File: config.mk
export PLATFORM = sky130hd
export DESIGN_NAME = i2c_register_access_sequencer
export DESIGN_NICKNAME = d
export VERILOG_FILES = /design/src/design/i2c_ras_pkg.sv /design/src/design/i2c_register_access_sequencer.sv
export SDC_FILE = /design/constraint.sdc
export NUM_CORES = 1
export LEC_CHECK = 0
export ABC_AREA = 1
export BUFFER_PORTS_ARGS = -buffer_cell sky130_fd_sc_hd__buf_2
export CAP_MARGIN = 10
export CORE_MARGIN = 2
export CORE_UTILIZATION = 52
export DETAILED_ROUTE_END_ITERATION = 8
export GPL_TIMING_DRIVEN = 0
export PLACE_DENSITY = 0.79
export SETUP_SLACK_MARGIN = 0.2
export SYNTH_ARGS = -nofsm -noshare
export SYNTH_HDL_FRONTEND = slang
export SYNTH_SLANG_ARGS = --single-unit
File: constraint.sdc
create_clock -name clk -period 3.6 [get_ports clk]
set_input_delay 0.36 -clock clk [delete_from_list [all_inputs] [get_ports clk]]
set_output_delay 0.36 -clock clk [all_outputs]
set_load 0.03 [all_outputs]
File: src/design/i2c_ras_pkg.sv
// Shared types and constants for the I2C register access sequencer.
// Holds stream field layouts, command codes and bus status values.
// No dependencies.
package i2c_ras_pkg;

    // Field widths
    localparam int DEV_W    = 7;
    localparam int BYTE_W   = 8;
    localparam int OP_W     = 2;
    localparam int CMD_W    = 3;
    localparam int S_DATA_W = 48;
    localparam int M_DATA_W = 32;

    // Input kinds carried in s_tuser
    typedef enum logic [OP_W-1:0] {
        OP_WRITE = 2'd0,
        OP_READ  = 2'd1,
        OP_DONE  = 2'd2
    } opcode_t;

    // Commands to the byte-level bus engine
    typedef enum logic [CMD_W-1:0] {
        CMD_NONE  = 3'd0,
        CMD_START = 3'd1,
        CMD_WRITE = 3'd2,
        CMD_RACK  = 3'd3,
        CMD_RNACK = 3'd4,
        CMD_STOP  = 3'd5
    } bus_cmd_t;

    // Expected masked status codes
    localparam logic [BYTE_W-1:0] ST_MASK   = 8'hF8;
    localparam logic [BYTE_W-1:0] ST_SLA_W  = 8'h18;
    localparam logic [BYTE_W-1:0] ST_DATA_W = 8'h28;
    localparam logic [BYTE_W-1:0] ST_SLA_R  = 8'h40;

    // Input payload, last declared field in the lowest bits
    typedef struct packed {
        logic              pad;
        logic [BYTE_W-1:0] bus_data;
        logic [BYTE_W-1:0] bus_status;
        logic [BYTE_W-1:0] read_len;
        logic [BYTE_W-1:0] write_value;
        logic [BYTE_W-1:0] reg_addr;
        logic [DEV_W-1:0]  dev_addr;
    } in_item_t;

    // Result payload without the command, last declared field in the lowest bits
    typedef struct packed {
        logic [4:0]        pad;
        logic              cmd_rejected;
        logic [BYTE_W-1:0] error_status;
        logic              done_res;
        logic              read_valid;
        logic [BYTE_W-1:0] read_byte;
        logic [BYTE_W-1:0] bus_byte;
    } out_item_t;

endpackage

File: src/design/i2c_register_access_sequencer.sv
// Top level of the I2C register access sequencer: transaction state machine
// with a registered result stage. Depends on i2c_ras_pkg.
//
// channel | dir | tdata                                        | tuser
// s_*     | in  | dev_addr, reg_addr, write_value, read_len,   | opcode
//         |     | bus_status, bus_data (48 bits)               |
// m_*     | out | bus_byte, read_byte, read_valid, done_res,   | bus_cmd
//         |     | error_status, cmd_rejected (32 bits)         |
//
// Each input transaction yields one result, registered and valid in the cycle after it is taken.
// One transaction per cycle is sustained while m_tready stays high; the single output register sets that figure.
// s_tready stays high while the output register is empty or being drained.
// A stall on m_tready holds the result and blocks input until it drains.
// Reset returns the sequencer to idle with no result pending.
module i2c_register_access_sequencer
(
    input  logic                                clk,
    input  logic                                rst_n,
    input  logic                                s_tvalid,
    output logic                                s_tready,
    // [6:0] dev_addr, [14:7] reg_addr, [22:15] write_value, [30:23] read_len,
    // [38:31] bus_status, [46:39] bus_data, [47] zero
    input  logic [i2c_ras_pkg::S_DATA_W-1:0]    s_tdata,
    // [1:0] opcode
    input  logic [i2c_ras_pkg::OP_W-1:0]        s_tuser,
    output logic                                m_tvalid,
    input  logic                                m_tready,
    // [7:0] bus_byte, [15:8] read_byte, [16] read_valid, [17] done_res,
    // [25:18] error_status, [26] cmd_rejected, [31:27] zero
    output logic [i2c_ras_pkg::M_DATA_W-1:0]    m_tdata,
    // [2:0] bus_cmd
    output logic [i2c_ras_pkg::CMD_W-1:0]       m_tuser
);

    typedef enum logic [2:0] {
        PH_IDLE   = 3'd0,
        PH_ADDR_W = 3'd1,
        PH_REG    = 3'd2,
        PH_VAL    = 3'd3,
        PH_ADDR_R = 3'd4,
        PH_READ   = 3'd5
    } phase_t;

    phase_t                              phase_reg, phase_next;
    logic                                is_read_reg, is_read_next;
    logic [i2c_ras_pkg::DEV_W-1:0]       saved_dev_reg, saved_dev_next;
    logic [i2c_ras_pkg::BYTE_W-1:0]      saved_reg_reg, saved_reg_next;
    logic [i2c_ras_pkg::BYTE_W-1:0]      saved_value_reg, saved_value_next;
    logic [i2c_ras_pkg::BYTE_W-1:0]      bytes_left_reg, bytes_left_next;
    logic                                out_valid_reg;
    i2c_ras_pkg::out_item_t              out_reg, out_next;
    i2c_ras_pkg::bus_cmd_t               cmd_reg, cmd_next;

    i2c_ras_pkg::in_item_t               in_item;
    i2c_ras_pkg::opcode_t                op;
    logic [i2c_ras_pkg::BYTE_W-1:0]      st;
    logic [i2c_ras_pkg::BYTE_W-1:0]      left_dec;
    logic                                s_acc;
    logic                                m_acc;

    // Handshake
    assign s_tready = !out_valid_reg || m_tready;
    assign s_acc    = s_tvalid && s_tready;
    assign m_acc    = out_valid_reg && m_tready;
    assign m_tvalid = out_valid_reg;
    assign m_tdata  = out_reg;
    assign m_tuser  = cmd_reg;

    // Field decode
    assign in_item  = s_tdata;
    assign op       = i2c_ras_pkg::opcode_t'(s_tuser);
    assign st       = in_item.bus_status & i2c_ras_pkg::ST_MASK;
    assign left_dec = (bytes_left_reg != '0) ? bytes_left_reg - 8'd1 : bytes_left_reg;

    // Next state and result for one input transaction
    always_comb
    begin
        phase_next       = phase_reg;
        is_read_next     = is_read_reg;
        saved_dev_next   = saved_dev_reg;
        saved_reg_next   = saved_reg_reg;
        saved_value_next = saved_value_reg;
        bytes_left_next  = bytes_left_reg;
        out_next         = '0;
        cmd_next         = i2c_ras_pkg::CMD_NONE;

        unique case (op) inside
            i2c_ras_pkg::OP_WRITE, i2c_ras_pkg::OP_READ:
            begin
                if (phase_reg != PH_IDLE)
                begin
                    out_next.cmd_rejected = 1'b1;
                end
                else
                begin
                    is_read_next     = (op == i2c_ras_pkg::OP_READ);
                    saved_dev_next   = in_item.dev_addr;
                    saved_reg_next   = in_item.reg_addr;
                    saved_value_next = in_item.write_value;
                    bytes_left_next  = (in_item.read_len == '0) ? 8'd1 : in_item.read_len;
                    cmd_next         = i2c_ras_pkg::CMD_START;
                    out_next.bus_byte = {in_item.dev_addr, 1'b0};
                    phase_next       = PH_ADDR_W;
                end
            end
            i2c_ras_pkg::OP_DONE:
            begin
                unique case (phase_reg)
                    PH_IDLE:
                    begin
                    end
                    PH_ADDR_W:
                    begin
                        if (st != i2c_ras_pkg::ST_SLA_W)
                        begin
                            cmd_next              = i2c_ras_pkg::CMD_STOP;
                            out_next.done_res     = 1'b1;
                            out_next.error_status = st;
                            phase_next            = PH_IDLE;
                        end
                        else
                        begin
                            cmd_next          = i2c_ras_pkg::CMD_WRITE;
                            out_next.bus_byte = saved_reg_reg;
                            phase_next        = PH_REG;
                        end
                    end
                    PH_REG:
                    begin
                        if (st != i2c_ras_pkg::ST_DATA_W)
                        begin
                            cmd_next              = i2c_ras_pkg::CMD_STOP;
                            out_next.done_res     = 1'b1;
                            out_next.error_status = st;
                            phase_next            = PH_IDLE;
                        end
                        else if (is_read_reg)
                        begin
                            cmd_next          = i2c_ras_pkg::CMD_START;
                            out_next.bus_byte = {saved_dev_reg, 1'b1};
                            phase_next        = PH_ADDR_R;
                        end
                        else
                        begin
                            cmd_next          = i2c_ras_pkg::CMD_WRITE;
                            out_next.bus_byte = saved_value_reg;
                            phase_next        = PH_VAL;
                        end
                    end
                    PH_VAL:
                    begin
                        cmd_next          = i2c_ras_pkg::CMD_STOP;
                        out_next.done_res = 1'b1;
                        phase_next        = PH_IDLE;
                        if (st != i2c_ras_pkg::ST_DATA_W)
                        begin
                            out_next.error_status = st;
                        end
                    end
                    PH_ADDR_R:
                    begin
                        if (st != i2c_ras_pkg::ST_SLA_R)
                        begin
                            cmd_next              = i2c_ras_pkg::CMD_STOP;
                            out_next.done_res     = 1'b1;
                            out_next.error_status = st;
                            phase_next            = PH_IDLE;
                        end
                        else
                        begin
                            cmd_next   = (bytes_left_reg > 8'd1) ? i2c_ras_pkg::CMD_RACK
                                                                 : i2c_ras_pkg::CMD_RNACK;
                            phase_next = PH_READ;
                        end
                    end
                    PH_READ:
                    begin
                        // Status is not checked on received bytes
                        out_next.read_byte  = in_item.bus_data;
                        out_next.read_valid = 1'b1;
                        bytes_left_next     = left_dec;
                        if (left_dec == '0)
                        begin
                            cmd_next          = i2c_ras_pkg::CMD_STOP;
                            out_next.done_res = 1'b1;
                            phase_next        = PH_IDLE;
                        end
                        else
                        begin
                            cmd_next = (left_dec > 8'd1) ? i2c_ras_pkg::CMD_RACK
                                                         : i2c_ras_pkg::CMD_RNACK;
                        end
                    end
                    default:
                    begin
                        phase_next = PH_IDLE;
                    end
                endcase
            end
            default:
            begin
            end
        endcase
    end

    // State and result register
    always_ff @(posedge clk or negedge rst_n)
    begin
        if (!rst_n)
        begin
            phase_reg       <= PH_IDLE;
            is_read_reg     <= 1'b0;
            saved_dev_reg   <= '0;
            saved_reg_reg   <= '0;
            saved_value_reg <= '0;
            bytes_left_reg  <= '0;
            out_valid_reg   <= 1'b0;
            out_reg         <= '0;
            cmd_reg         <= i2c_ras_pkg::CMD_NONE;
        end
        else
        begin
            if (s_acc)
            begin
                phase_reg       <= phase_next;
                is_read_reg     <= is_read_next;
                saved_dev_reg   <= saved_dev_next;
                saved_reg_reg   <= saved_reg_next;
                saved_value_reg <= saved_value_next;
                bytes_left_reg  <= bytes_left_next;
                out_reg         <= out_next;
                cmd_reg         <= cmd_next;
                out_valid_reg   <= 1'b1;
            end
            else if (m_acc)
            begin
                out_valid_reg <= 1'b0;
            end
        end
    end

    // Checks
    a_done_is_stop: assert property (@(posedge clk) disable iff (!rst_n)
        (out_valid_reg && out_reg.done_res) |-> (cmd_reg == i2c_ras_pkg::CMD_STOP))
        else $error("done result without STOP");

    a_reject_no_cmd: assert property (@(posedge clk) disable iff (!rst_n)
        (out_valid_reg && out_reg.cmd_rejected) |-> (cmd_reg == i2c_ras_pkg::CMD_NONE))
        else $error("rejected start issued a bus command");

    a_done_goes_idle: assert property (@(posedge clk) disable iff (!rst_n)
        (s_acc && out_next.done_res) |=> (phase_reg == PH_IDLE))
        else $error("transaction finished but sequencer not idle");

    a_read_count_live: assert property (@(posedge clk) disable iff (!rst_n)
        (phase_reg == PH_READ || phase_reg == PH_ADDR_R) |-> (bytes_left_reg != '0))
        else $error("read phase with no bytes left");

    a_read_byte_cmd: assert property (@(posedge clk) disable iff (!rst_n)
        (out_valid_reg && out_reg.read_valid) |->
        (cmd_reg == i2c_ras_pkg::CMD_RACK || cmd_reg == i2c_ras_pkg::CMD_RNACK ||
         cmd_reg == i2c_ras_pkg::CMD_STOP))
        else $error("received byte paired with unexpected command");

endmodule

==> reports/results.tsv <==
metric	value	unit
area_growth	22.3	%
cap_violations	0	
clock_sinks	63	
final_layout_size_suffix_gt1_share	28.8	%
htree_levels	3	
cp_top_family	simple AND/OR/NAND/NOR gates	
post-dp-hpwl	6190	µm
p_leak	2.12	nW
num-fill-cells	560	
ios	91	
cts_buffers	9	
drtAntennaViolNets	0	
final_nets	567	
slew_headroom	50.7	%
synthTopCellsByArea	dfrtp_1, nand2_1, o21ai_0	
synthTopCellsByCount	nand2_1, dfrtp_1, inv_1	
fin_total_pwr	2.68	mW
initial_utilization	53.8	%
ys_seq_area_share	46.1	%
met3_usage	5.25	%
num_rows	29	
final_cells	591	
detail_route.first_pass.iterations	5	
drtIter0Drc	207	
path_clk_slew	70	ps
synthArstFlopShare	100	%
antenna_found_initial	0	
track_usage	23.6	%
critPathRequiredTime	3830	ps
drt_wl_total	8210	µm
maxSlewViolCount	0	
tns	0	ps
r2r_start	phase_reg[0]$_DFFE_PN0P_	
place_congestion	0.890	
largest_reg_flops	24	
vias	3116	
worstPathBufferInverterCount	2	
max_freq	490	MHz
met2_usage	37.3	%
root_buffer	clkbuf_8	
worstSetupEndpointType	register	
cp_max_fo	10	
cpMostUsedCell	nor2_1	
cts_tree	built	
viasPerCell	5.27	
ys.flop_type	dfrtp_1	
start_kind	register	
die_w	85.1	µm
rsz0062_at_grt	false	
grt_pass1_vias	2933	
finalCriticalPeriod	2040	ps
fin_skew	11.1	ps
whs	71.8	ps
cts.repair.resized	0	
die_y	85.1	µm
ys_types	40	
synth-seq-cells	63	
holdBufCountCts	0	
worst-r2r-setup-slack	1560	ps
slowest_delay	420	ps
path_class	reg2reg	
grt_pass1_wl	13400	µm
yosysTopAreaCellShare	46.1	%
synth_cells	412	
grt_util_met1	32.1	%
status	complete, no violations	
avgSynthCellArea	8.29	µm²
hold_viol	0	
grt_max_degree	33	
seqCellArea	0.00158	mm²
yosysWarnings	0	
ir_drop	0.441	mV
hold_path_class	in2async	
startpoint	phase_reg[0]$_DFFE_PN0P_	
cp.arrival	2270	ps
core	0.00635	mm²
powerDensity	642	mW/mm²
grt_overflow	0	
setup_violations	0	
antenna_cells	0	
busiest_layer	met2	
synth_top_area_cell	dfrtp_1	
worst_pin_slew	739	ps
cts_setup_buffers	0	
wl_per_cell	13.9	µm
clockBufferDepth	2	
port_buffers	78	
multiInputGateArea	0.00155	mm²
drc	0	
insertion_delay	340	ps
synth_edf_count	0	
die-area	0.00724	mm²
fin_crit_sh	56.7	%
synth_most_common_cell	nand2_1	
cp_slowest_cell	dfrtp_1	
cp_cell_sequence	nor2_1, nand2_1, nor2_2, inv_1, nor2_1, buf_4, mux2_2	
place_inst	575	
syn_area	0.00342	mm²
-- metal layers --
metal | part of all wire [%] | wire (µm)
met1 | 46 | 3790
met5 | 0 | 0
met4 | 1.5 | 127
met3 | 6.6 | 545
met2 | 46 | 3750
-- cell type report --
cell class	count	share of cell area (%)
clock inverters	6	2.19
well taps	77	2.31
inverters	51	4.58
multi-input cells	283	37.1
repair buffers	79	9.82
flip-flops and latches	63	37.7
clock buffers	10	3.29
plain buffers	22	2.96
-- metrics by stage --
| stage | utilization, % | setup slack [ps] | area (µm²) |
|---|---|---|---|
| after floorplan | - | 1720 | 3440 |
| after global placement | 61.9 | 1580 | 3930 |
| after detailed placement | 62.2 | 1540 | 3950 |
| after CTS | 65.8 | 1540 | 4180 |
| after global routing | 65.8 | 1370 | 4180 |
| final | 65.8 | 1560 | 4180 |
-- worst register-to-register path: cells and delay by family, from the launching register on --
kind	cells	cell delay, ps
multiplexers	1	350
buffers and inverters	2	360
flip-flops	1	420
AND/OR/NAND/NOR	4	800
-- logic make-up after synthesis --
logic type / synth area share [%]
muxes: 2.64
adders and majority gates: 1.46
buffers and inverters: 9.23
xor gates and xnor gates: 0.256
AOI/OAI and AO/OA: 17.4
other: 0.110
DFF: 46.1
and+or+nand+nor: 22.8
-- path summary, 6_finish.rpt --
kind | cells after the start | end
worst min-delay path | 1 | bytes_left_reg[5]$_DFFE_PN0P_
max in group asynchronous | 2 | m_tdata[22]$_DFFE_PN0P_
worst min register to register | 2 | m_tuser[1]$_DFFE_PN0P_
worst max-delay path | 7 | saved_dev_reg[4]$_DFFE_PN0P_
worst max register to register | 7 | saved_dev_reg[4]$_DFFE_PN0P_
min in group clk | 3 | saved_value_reg[7]$_DFFE_PN0P_
-- where the power goes --
group,total (mW),internal (mW),switching (mW)
combinational,0.950,0.329,0.622
sequential,1.03,0.917,0.117
clock,0.700,0.411,0.289
-- cell usage in the layout (no fill, tap or decap), drive strengths merged, types with 7 or more instances in the layout --
cell | netlist | routed
nor2 | 26 | 26
buf | 15 | 94
inv | 50 | 51
mux2 | 8 | 8
conb | 1 | 8
o21ai | 46 | 46
nand2 | 110 | 110
nand3 | 25 | 25
a32o | 11 | 11
clkbuf | 7 | 17
a21oi | 8 | 8
o211ai | 7 | 7
dfrtp | 63 | 63
No activity file was read; power rests on OpenSTA's default activity.
